### src/sv/integer_to_radix_ascii_assert.svh
// Assertion macros for the integer_to_radix_ascii RTL; itra_back is the file that uses them.
// Each macro expects clk and rst_n to be visible in the module that uses it.
`ifndef INTEGER_TO_RADIX_ASCII_ASSERT_SVH
`define INTEGER_TO_RADIX_ASCII_ASSERT_SVH

// Same-cycle implication, checked outside reset.
`define ITRA_ASSERT_NOW(label, ante, cons) \
    label: assert property (@(posedge clk) disable iff (!rst_n) (ante) |-> (cons)) \
        else $error("itra assertion failed");

// Next-cycle implication, checked outside reset.
`define ITRA_ASSERT_NEXT(label, ante, cons) \
    label: assert property (@(posedge clk) disable iff (!rst_n) (ante) |=> (cons)) \
        else $error("itra assertion failed");

`endif

### src/sv/itra_pkg.sv
// Package for the integer to radix ASCII converter: widths, character codes,
// transfer payload types, the back-end state type and the digit encoder.
// Depends on nothing.
package itra_pkg;

    localparam int VALUE_WIDTH    = 32;
    localparam int FIELD_WIDTH    = 32;
    localparam int RADIX_WIDTH    = 8;
    localparam int CHAR_WIDTH     = 8;
    localparam int MAX_DIGITS     = VALUE_WIDTH;
    localparam int DEPTH_WIDTH    = $clog2(MAX_DIGITS + 1);
    localparam int IDX_WIDTH      = $clog2(MAX_DIGITS);
    localparam int DIV_STEPS      = 4;
    localparam int DIV_CYCLES     = VALUE_WIDTH / DIV_STEPS;
    localparam int DIV_CNT_WIDTH  = (DIV_CYCLES > 1) ? $clog2(DIV_CYCLES) : 1;
    localparam int FIFO_DEPTH     = 2;
    localparam int FIFO_PTR_WIDTH = $clog2(FIFO_DEPTH);

    localparam logic [CHAR_WIDTH-1:0]  CH_ZERO    = 8'h30;
    localparam logic [CHAR_WIDTH-1:0]  CH_UPPER_A = 8'h41;
    localparam logic [CHAR_WIDTH-1:0]  CH_MINUS   = 8'h2D;
    localparam logic [RADIX_WIDTH-1:0] RADIX_DEC  = 8'd10;
    localparam logic [RADIX_WIDTH-1:0] RADIX_MIN  = 8'd2;
    localparam logic [RADIX_WIDTH-1:0] DIGIT_MAX  = 8'd9;

    // One input transfer.
    typedef struct packed {
        logic [FIELD_WIDTH-1:0] value_bits;
        logic                   signed_mode;
        logic [RADIX_WIDTH-1:0] radix;
    } value_item_t;

    // One output transfer.
    typedef struct packed {
        logic [CHAR_WIDTH-1:0] char_code;
        logic                  last_char;
    } text_item_t;

    // Classified item as it waits in the queue.
    typedef struct packed {
        logic [VALUE_WIDTH-1:0] mag;
        logic [RADIX_WIDTH-1:0] radix;
        logic                   show_minus;
        logic                   is_zero;
    } front_item_t;

    // Divider status and results.
    typedef struct packed {
        logic                   done;
        logic [VALUE_WIDTH-1:0] quot;
        logic [RADIX_WIDTH-1:0] rem;
    } div_result_t;

    typedef enum logic [2:0] {
        S_IDLE,
        S_SIGN,
        S_ZERO,
        S_START,
        S_WAIT,
        S_EMIT
    } back_state_t;

    // Digits above nine map to letters, wrapping modulo 256.
    function automatic logic [CHAR_WIDTH-1:0] digit_char(input logic [RADIX_WIDTH-1:0] d);
        logic [CHAR_WIDTH-1:0] code;
        if (d > DIGIT_MAX)
        begin
            code = CHAR_WIDTH'(d - RADIX_DEC + CH_UPPER_A);
        end
        else
        begin
            code = CHAR_WIDTH'(d + CH_ZERO);
        end
        return code;
    endfunction

endpackage

### src/sv/itra_front.sv
// Front end: takes input transfers and classifies sign, magnitude and the
// single-zero case before the item enters the queue. Depends on itra_pkg.
module itra_front (
    input  logic                 value_valid,
    output logic                 value_ready,
    input  itra_pkg::value_item_t value_item,
    input  logic                 queue_full,
    output logic                 queue_push,
    output itra_pkg::front_item_t queue_item
);
    import itra_pkg::*;

    logic [VALUE_WIDTH-1:0] raw_mag;
    logic                   negative;
    logic [VALUE_WIDTH-1:0] abs_mag;

    // Handshake: an item is taken whenever the queue has room.
    assign value_ready = !queue_full;
    assign queue_push  = value_valid && !queue_full;

    // Sign handling: a negative signed value becomes its magnitude.
    assign raw_mag  = value_item.value_bits[VALUE_WIDTH-1:0];
    assign negative = value_item.signed_mode && raw_mag[VALUE_WIDTH-1];
    assign abs_mag  = negative ? (VALUE_WIDTH'(0) - raw_mag) : raw_mag;

    // Only base ten shows a minus sign; a zero value or a degenerate base prints "0".
    always_comb
    begin
        queue_item.mag        = abs_mag;
        queue_item.radix      = value_item.radix;
        queue_item.show_minus = negative && (value_item.radix == RADIX_DEC);
        queue_item.is_zero    = (abs_mag == '0) || (value_item.radix < RADIX_MIN);
    end

endmodule

### src/sv/itra_fifo.sv
// Short queue between the front end and the back end.
// Depends on itra_pkg.
module itra_fifo (
    input  logic                  clk,
    input  logic                  rst_n,
    input  logic                  push,
    input  itra_pkg::front_item_t push_item,
    input  logic                  pop,
    output logic                  full,
    output logic                  head_valid,
    output itra_pkg::front_item_t head_item
);
    import itra_pkg::*;

    front_item_t               entry_reg [FIFO_DEPTH];
    logic [FIFO_PTR_WIDTH-1:0] wr_ptr_reg;
    logic [FIFO_PTR_WIDTH-1:0] rd_ptr_reg;
    logic [FIFO_PTR_WIDTH:0]   count_reg;
    logic [FIFO_PTR_WIDTH:0]   count_next;

    assign full       = (count_reg == (FIFO_PTR_WIDTH + 1)'(FIFO_DEPTH));
    assign head_valid = (count_reg != '0);
    assign head_item  = entry_reg[rd_ptr_reg];

    // Occupancy follows pushes and pops.
    always_comb
    begin
        count_next = count_reg;
        if (push && !pop)
        begin
            count_next = count_reg + 1'b1;
        end
        else if (pop && !push)
        begin
            count_next = count_reg - 1'b1;
        end
    end

    // Pointers and count.
    always_ff @(posedge clk or negedge rst_n)
    begin
        if (!rst_n)
        begin
            wr_ptr_reg <= '0;
            rd_ptr_reg <= '0;
            count_reg  <= '0;
        end
        else
        begin
            count_reg <= count_next;
            if (push)
            begin
                wr_ptr_reg <= wr_ptr_reg + 1'b1;
            end
            if (pop)
            begin
                rd_ptr_reg <= rd_ptr_reg + 1'b1;
            end
        end
    end

    // Entry storage.
    always_ff @(posedge clk)
    begin
        if (push)
        begin
            entry_reg[wr_ptr_reg] <= push_item;
        end
    end

endmodule

### src/sv/itra_divider.sv
// Iterative restoring divider: several quotient bits per cycle against an
// 8-bit divisor, giving one digit and the remaining value. Depends on itra_pkg.
module itra_divider (
    input  logic                         clk,
    input  logic                         rst_n,
    input  logic                         start,
    input  logic [itra_pkg::VALUE_WIDTH-1:0] dividend,
    input  logic [itra_pkg::RADIX_WIDTH-1:0] divisor,
    output itra_pkg::div_result_t        result
);
    import itra_pkg::*;

    logic [VALUE_WIDTH-1:0]   quot_reg;
    logic [RADIX_WIDTH-1:0]   rem_reg;
    logic [RADIX_WIDTH-1:0]   divisor_reg;
    logic [DIV_CNT_WIDTH-1:0] cnt_reg;
    logic                     busy_reg;
    logic                     done_reg;
    logic [VALUE_WIDTH-1:0]   quot_next;
    logic [RADIX_WIDTH-1:0]   rem_next;
    logic [RADIX_WIDTH:0]     rem_ext;

    // A few shift-and-subtract steps on the narrow partial remainder.
    always_comb
    begin
        quot_next = quot_reg;
        rem_next  = rem_reg;
        rem_ext   = '0;
        for (int i = 0; i < DIV_STEPS; i++)
        begin
            rem_ext   = {rem_next, quot_next[VALUE_WIDTH-1]};
            quot_next = {quot_next[VALUE_WIDTH-2:0], 1'b0};
            if (rem_ext >= {1'b0, divisor_reg})
            begin
                rem_ext      = rem_ext - {1'b0, divisor_reg};
                quot_next[0] = 1'b1;
            end
            rem_next = rem_ext[RADIX_WIDTH-1:0];
        end
    end

    // Sequencing of the iterations.
    always_ff @(posedge clk or negedge rst_n)
    begin
        if (!rst_n)
        begin
            cnt_reg  <= '0;
            busy_reg <= 1'b0;
            done_reg <= 1'b0;
        end
        else
        begin
            done_reg <= 1'b0;
            if (start)
            begin
                cnt_reg  <= '0;
                busy_reg <= 1'b1;
            end
            else if (busy_reg)
            begin
                cnt_reg <= cnt_reg + 1'b1;
                if (cnt_reg == DIV_CNT_WIDTH'(DIV_CYCLES - 1))
                begin
                    busy_reg <= 1'b0;
                    done_reg <= 1'b1;
                end
            end
        end
    end

    // Datapath registers.
    always_ff @(posedge clk)
    begin
        if (start)
        begin
            quot_reg    <= dividend;
            rem_reg     <= '0;
            divisor_reg <= divisor;
        end
        else if (busy_reg)
        begin
            quot_reg <= quot_next;
            rem_reg  <= rem_next;
        end
    end

    assign result.done = done_reg;
    assign result.quot = quot_reg;
    assign result.rem  = rem_reg;

endmodule

### src/sv/itra_back.sv
// Back end: runs the divider per digit, stacks digit characters and sends
// them most significant first through an output register.
// Depends on itra_pkg, itra_divider and integer_to_radix_ascii_assert.svh.
`include "integer_to_radix_ascii_assert.svh"

module itra_back (
    input  logic                  clk,
    input  logic                  rst_n,
    input  logic                  head_valid,
    input  itra_pkg::front_item_t head_item,
    output logic                  pop,
    output logic                  text_valid,
    input  logic                  text_ready,
    output itra_pkg::text_item_t  text_item
);
    import itra_pkg::*;

    back_state_t            state_reg;
    back_state_t            state_next;
    logic [VALUE_WIDTH-1:0] mag_reg;
    logic [RADIX_WIDTH-1:0] radix_reg;
    logic                   zero_reg;
    logic [DEPTH_WIDTH-1:0] depth_reg;
    logic [CHAR_WIDTH-1:0]  digit_reg [MAX_DIGITS];
    logic                   text_valid_reg;
    text_item_t             text_item_reg;

    logic                   out_free;
    logic                   out_load;
    text_item_t             out_item;
    logic                   div_start;
    logic                   digit_push;
    logic                   digit_pop;
    logic [IDX_WIDTH-1:0]   top_idx;
    div_result_t            div_res;

    itra_divider u_divider (
        .clk      (clk),
        .rst_n    (rst_n),
        .start    (div_start),
        .dividend (mag_reg),
        .divisor  (radix_reg),
        .result   (div_res)
    );

    // The output register can take a character when empty or draining.
    assign out_free = !text_valid_reg || text_ready;
    assign top_idx  = IDX_WIDTH'(depth_reg - 1'b1);

    // Next-state logic.
    always_comb
    begin
        state_next = state_reg;
        case (state_reg)
            S_IDLE:
            begin
                if (head_valid)
                begin
                    if (head_item.show_minus)
                    begin
                        state_next = S_SIGN;
                    end
                    else if (head_item.is_zero)
                    begin
                        state_next = S_ZERO;
                    end
                    else
                    begin
                        state_next = S_START;
                    end
                end
            end
            S_SIGN:
            begin
                if (out_free)
                begin
                    state_next = zero_reg ? S_ZERO : S_START;
                end
            end
            S_ZERO:
            begin
                if (out_free)
                begin
                    state_next = S_IDLE;
                end
            end
            S_START:
            begin
                state_next = S_WAIT;
            end
            S_WAIT:
            begin
                if (div_res.done)
                begin
                    state_next = (div_res.quot == '0) ? S_EMIT : S_START;
                end
            end
            S_EMIT:
            begin
                if (out_free && (depth_reg == DEPTH_WIDTH'(1)))
                begin
                    state_next = S_IDLE;
                end
            end
            default:
            begin
                state_next = S_IDLE;
            end
        endcase
    end

    // Output and control decode.
    always_comb
    begin
        pop                = 1'b0;
        div_start          = 1'b0;
        digit_push         = 1'b0;
        digit_pop          = 1'b0;
        out_load           = 1'b0;
        out_item.char_code = CH_ZERO;
        out_item.last_char = 1'b0;
        case (state_reg)
            S_IDLE:
            begin
                pop = head_valid;
            end
            S_SIGN:
            begin
                out_load           = out_free;
                out_item.char_code = CH_MINUS;
            end
            S_ZERO:
            begin
                out_load           = out_free;
                out_item.last_char = 1'b1;
            end
            S_START:
            begin
                div_start = 1'b1;
            end
            S_WAIT:
            begin
                digit_push = div_res.done;
            end
            S_EMIT:
            begin
                out_load           = out_free;
                digit_pop          = out_free;
                out_item.char_code = digit_reg[top_idx];
                out_item.last_char = (depth_reg == DEPTH_WIDTH'(1));
            end
            default:
            begin
                pop = 1'b0;
            end
        endcase
    end

    // Control registers.
    always_ff @(posedge clk or negedge rst_n)
    begin
        if (!rst_n)
        begin
            state_reg      <= S_IDLE;
            depth_reg      <= '0;
            text_valid_reg <= 1'b0;
        end
        else
        begin
            state_reg <= state_next;
            if (digit_push)
            begin
                depth_reg <= depth_reg + 1'b1;
            end
            else if (digit_pop)
            begin
                depth_reg <= depth_reg - 1'b1;
            end
            if (out_load)
            begin
                text_valid_reg <= 1'b1;
            end
            else if (text_ready)
            begin
                text_valid_reg <= 1'b0;
            end
        end
    end

    // Payload registers: working value, digit stack, output character.
    always_ff @(posedge clk)
    begin
        if (pop)
        begin
            mag_reg   <= head_item.mag;
            radix_reg <= head_item.radix;
            zero_reg  <= head_item.is_zero;
        end
        else if (digit_push)
        begin
            mag_reg <= div_res.quot;
        end
        if (digit_push)
        begin
            digit_reg[depth_reg[IDX_WIDTH-1:0]] <= digit_char(div_res.rem);
        end
        if (out_load)
        begin
            text_item_reg <= out_item;
        end
    end

    assign text_valid = text_valid_reg;
    assign text_item  = text_item_reg;

    // Consistency checks on sequencing and the digit stack.
    `ITRA_ASSERT_NOW(a_done_in_wait, div_res.done, state_reg == S_WAIT)
    `ITRA_ASSERT_NOW(a_rem_below_radix, div_res.done, div_res.rem < radix_reg)
    `ITRA_ASSERT_NOW(a_depth_bound, 1'b1, depth_reg <= DEPTH_WIDTH'(MAX_DIGITS))
    `ITRA_ASSERT_NOW(a_emit_nonempty, state_reg == S_EMIT, depth_reg != '0)
    `ITRA_ASSERT_NEXT(a_last_to_idle, out_load && out_item.last_char, state_reg == S_IDLE)

endmodule

### src/sv/integer_to_radix_ascii.sv
// Integer to radix ASCII converter, top level. Each digit takes one pass of the divider
// (4 quotient bits per cycle); the digits are then sent from a stack, most significant first.
// The back end finishes one item before it takes the next from the queue.
// The front end queues up to two items while the back end works.
// Asynchronous active-low reset clears all control state; no clearing pass is needed.
module integer_to_radix_ascii (
    input  logic                  clk,
    input  logic                  rst_n,
    input  logic                  value_valid,
    output logic                  value_ready,
    input  itra_pkg::value_item_t value_item,
    output logic                  text_valid,
    input  logic                  text_ready,
    output itra_pkg::text_item_t  text_item
);
    import itra_pkg::*;

    logic        queue_full;
    logic        queue_push;
    front_item_t queue_item;
    logic        head_valid;
    front_item_t head_item;
    logic        queue_pop;

    // Classification of incoming transfers.
    itra_front u_front (
        .value_valid (value_valid),
        .value_ready (value_ready),
        .value_item  (value_item),
        .queue_full  (queue_full),
        .queue_push  (queue_push),
        .queue_item  (queue_item)
    );

    // Decoupling queue.
    itra_fifo u_fifo (
        .clk        (clk),
        .rst_n      (rst_n),
        .push       (queue_push),
        .push_item  (queue_item),
        .pop        (queue_pop),
        .full       (queue_full),
        .head_valid (head_valid),
        .head_item  (head_item)
    );

    // Digit generation and character output.
    itra_back u_back (
        .clk        (clk),
        .rst_n      (rst_n),
        .head_valid (head_valid),
        .head_item  (head_item),
        .pop        (queue_pop),
        .text_valid (text_valid),
        .text_ready (text_ready),
        .text_item  (text_item)
    );

endmodule

### config.mk
export PLATFORM = sky130hd
export DESIGN_NAME = integer_to_radix_ascii
export DESIGN_NICKNAME = d
export VERILOG_FILES = /design/src/sv/itra_pkg.sv /design/src/sv/itra_front.sv /design/src/sv/itra_fifo.sv /design/src/sv/itra_divider.sv /design/src/sv/itra_back.sv /design/src/sv/integer_to_radix_ascii.sv
export VERILOG_INCLUDE_DIRS = /design/src /design/src/sv
export SDC_FILE = /design/constraint.sdc
export NUM_CORES = 1
export LEC_CHECK = 0
export BUFFER_PORTS_ARGS = -buffer_cell sky130_fd_sc_hd__buf_2
export CORE_MARGIN = 2
export CORE_UTILIZATION = 50
export CTS_CLUSTER_SIZE = 25
export DETAILED_ROUTE_END_ITERATION = 6
export PLACE_DENSITY_LB_ADDON = 0.25
export SETUP_SLACK_MARGIN = 0.3
export SLEW_MARGIN = 20
export SYNTH_ARGS = -nofsm -noshare
export SYNTH_HDL_FRONTEND = slang
export SYNTH_SLANG_ARGS = --single-unit
### constraint.sdc
create_clock -name clk -period 11.2 [get_ports clk]
set_clock_uncertainty 0.1 [all_clocks]
set_input_delay 0 -clock clk [delete_from_list [all_inputs] [get_ports clk]]
set_output_delay 0 -clock clk [all_outputs]
set_load 0.02 [all_outputs]
==> summary.md <==
| Metric | Value |
|---|---|
| RR Startpoint | u_back.u_divider.divisor_reg[1] |
| Min Tclk post-route | 9.40 ns |
| Drt wl/cell | 20.8 µm |
| Synth area leader | edfxtp_1 |
| Predominant post-synthesis flop cell | edfxtp_1 |
| CTS clock-pin slew for the worst setup and hold paths | 0.06 ns |
| Slew @ Worst Pin | 1.09 ns |
| Gpl congestion | 0.859 |
| #FFs+latches synth | 457 |
| Ys async rst share | 4.16% |
| CP required | 11.60 ns |
| Sequential-to-total area share from yosys stat | 65.8% |
| H-tree levels | 2 |
| Count leader, synth | edfxtp_1 |
| HPWL Detailed | 27.8 mm |
| Syn Nets | 1462 |
| Max FFs per register | 256 |
| Reg2Reg Setup Slack | 1.80 ns |
| CTS Root Buffer Type | clkbuf_16 |
| R2R depth | 35 |
| Critical Path AT | 9.80 ns |
| DR DRC count | 0 |
| Crit Reg-Reg Endpoint | u_back.u_divider.rem_reg[2] |
| Fmax | 106 MHz |
| CP Launch Type | flop |
| Worst setup path endpoint | u_back.u_divider.rem_reg[2] |
| # rows | 74 |
| Gate Count Post-Synth | 1369 |
| Mapped Avg Cell Area | 15.0 µm² |
| Fraction of layout cells with a size suffix above 1 | 18.2% |
| Pins Over Slew Limit | 0 |
| Setup violations, final | 0 |
| Number of global-route vias before repair | 11.8k |
| Die height | 207 µm |
| DR iter-0 viols | 972 |
| Die Span X | 207 µm |
| Via count | 11.7k |
| Net Sw Power | 0.000750 W |
| # fillers | 3188 |
| CTS Buf Count | 46 |
| Most frequent cells after synthesis | edfxtp_1, nor2_1, nand2_1 |
| Sequential fraction of design power | 54.6% |
| Sink Count | 457 |
| NumNets Final | 1581 |
| Sw Ratio | 20.9% |
| First-pass GRT wire length | 66.9 mm |
| DRT Pass-1 Iters | 5 |
| Fin util | 57.7% |
| Final Cycle Share | 83.9% |
| Area of the core | 0.0407 mm² |
| DRT antenna net count | 0 |
| HP Class | in2async |
| Dominant cells by area after synthesis | edfxtp_1, mux4_2, ha_1, mux2i_1, nor2_1 |
| Critical path start-end classification | reg2reg |
| Clock buffer depth | 3 |
| I/O pin count | 56 |
| Largest net degree at the start of global routing | 76 |
| Aggregate global-route resource usage | 20.7% |
| Slew HR | 26.6% |
| CTS tree | yes |
| Initial antenna violation count | 2 |
| WL final | 42.9 mm |
| Post-synth top area share | 62.8% |
| Crit path from | u_back.u_divider.divisor_reg[1] |
| Port Buf Inserts | 55 |
| DIE AREA | 0.0428 mm² |
| Internal power | 0.00284 W |
| PwrDens | 153 mW/mm² |
| CP most frequent cell | o21ai_0 |
| Leakage power | 8.29 nW |
| Skew-Pair Late Insertion Delay | 0.57 ns |
| Starting Density | 50.5% |
| CP Max Fanout | 12 |
| EDFF count, synth | 430 |
| Slowest stage delay, CP | 0.57 ns |
| Clk pwr share | 41.0% |
| Combinational share of power | 4.4% |
| Yosys cell types | 76 |
| Peak supply drop | 0.0973 mV |
| Final setup TNS | 0 ns |
| Ant diodes | 0 |
| RSZ-0062 raised after global routing | false |
| Cell Area, Synth | 0.0206 mm² |
| Synth-to-layout area growth | 14.2% |
| Final Hold Viols | 0 |
| Slowest cell on the critical path | or4b_1 |
| Grt ovf | 0 |
| Run status | completed |
| Synth warn | 0 |
| Setup crit end kind | flop |
| Vias per cell | 5.70 |
| Resized Gates After CTS | 0 |
| Max_cap viols | 0 |
## metrics by stage
| stage | hold slack (ns) | cells | cell area, µm² | setup slack (ns) | power, W |
|---|---|---|---|---|---|
| 5_1_grt | 0.0367 | 2057 | 23500 | 0.906 | 0.00371 |
| 3_5_place_dp | -0.102 | 1917 | 21500 | 1.90 | 0.00214 |
| 2_1_floorplan | -0.396 | 1369 | 20600 | 3.08 | 0.00208 |
| 3_3_place_gp | -0.106 | 1917 | 21500 | 2.02 | 0.00214 |
| 6_report | 0.0178 | 2057 | 23500 | 1.80 | 0.00359 |
| 4_1_cts | 0.0560 | 2057 | 23500 | 1.86 | 0.00362 |
## layout make-up
cell class                      count  area, µm²  share of cell area, %
Clock inverter                     23        210                  0.895
Inverter                           41        154                  0.655
Sequential cell                   457      13600                   57.7
Timing Repair Buffer              128        956                   4.07
Multi-Input combinational cell    814       6720                   28.6
Tap cell                          532        666                   2.83
Clock buffer                       62       1230                   5.25
## worst max-delay path, delay by kind of cell, from the launching register on
family / cells / cell delay (ns)
muxes: 1 / 0.34
and+or+nand+nor: 7 / 1.61
buffers and inverters: 3 / 0.47
AOI/OAI and AO/OA: 20 / 5.11
adders and majority gates: 4 / 1.23
DFF: 1 / 0.45
## how the worst min path moves through the flow
stage,slack (ns),end,cells past startpoint,startpoint
after floorplan,-0.40,u_back.depth_reg[0],0,rst_n
after global placement,-0.11,u_back.u_divider.cnt_reg[1],1,rst_n
after detailed placement,-0.10,u_back.u_divider.busy_reg,1,rst_n
after CTS,0.06,u_fifo.entry_reg[1][4],2,value_item[2]
after global routing,0.04,u_back.depth_reg[1],3,rst_n
final,0.02,u_back.depth_reg[1],3,rst_n
## cells by family after synthesis
kind of cell | after synthesis | share of synthesized area (%)
AO/OA/AOI/OAI | 180 | 5.53
XOR/XNOR | 67 | 2.85
multiplexers | 155 | 12.6
flip-flops | 457 | 65.8
AND/OR/NAND/NOR | 364 | 8.25
buffers and inverters | 98 | 1.85
adder cells (fa/ha/maj) | 48 | 3.06
## cell usage in the layout (no fill, tap or decap), types with 12 or more instances in the layout
master and instances:
xnor2_1 40, ha_1 43, o21ai_0 38, nand2_1 127
dlygate4sd3_1 54, mux4_2 81, nor4_1 12, clkbuf_16 47
buf_4 18, nand3_1 15, a21oi_1 71, mux2i_1 54
nor3_1 14, dfrtp_1 17, inv_1 39, nor2_1 133
buf_2 56, edfxtp_1 430, mux2_2 19, xor2_1 21
clkbuf_1 15
## routing by layer
| layer | vias up | GRT usage (%) | share of wire, % |
|---|---|---|---|
| met1 | 5824 | 28.8 | 43 |
| met3 | 85 | 3.25 | 5.3 |
| li1 | 5477 | - | - |
| met5 | - | 0 | 0.044 |
| met2 | 333 | 33.6 | 48 |
| met4 | 4 | 7.27 | 3.1 |
## power groups by stage
stage | Clock [W] | Sequential (W) | Combinational, W
finish | 0.00147 | 0.00196 | 0.000158
global route | 0.00157 | 0.00197 | 0.000175
CTS | 0.00150 | 0.00196 | 0.000161
detailed placement | 0 | 0.00200 | 0.000144
global placement | 0 | 0.00200 | 0.000141
floorplan | 0 | 0.00200 | 0.0000882
## what timing repair did
action | in CTS | in global routing
hold buffers | 55 | 0
hold endpoints to repair | 111 | 0
setup buffers | 0 | 0
Power figures use the tool's default switching activity.
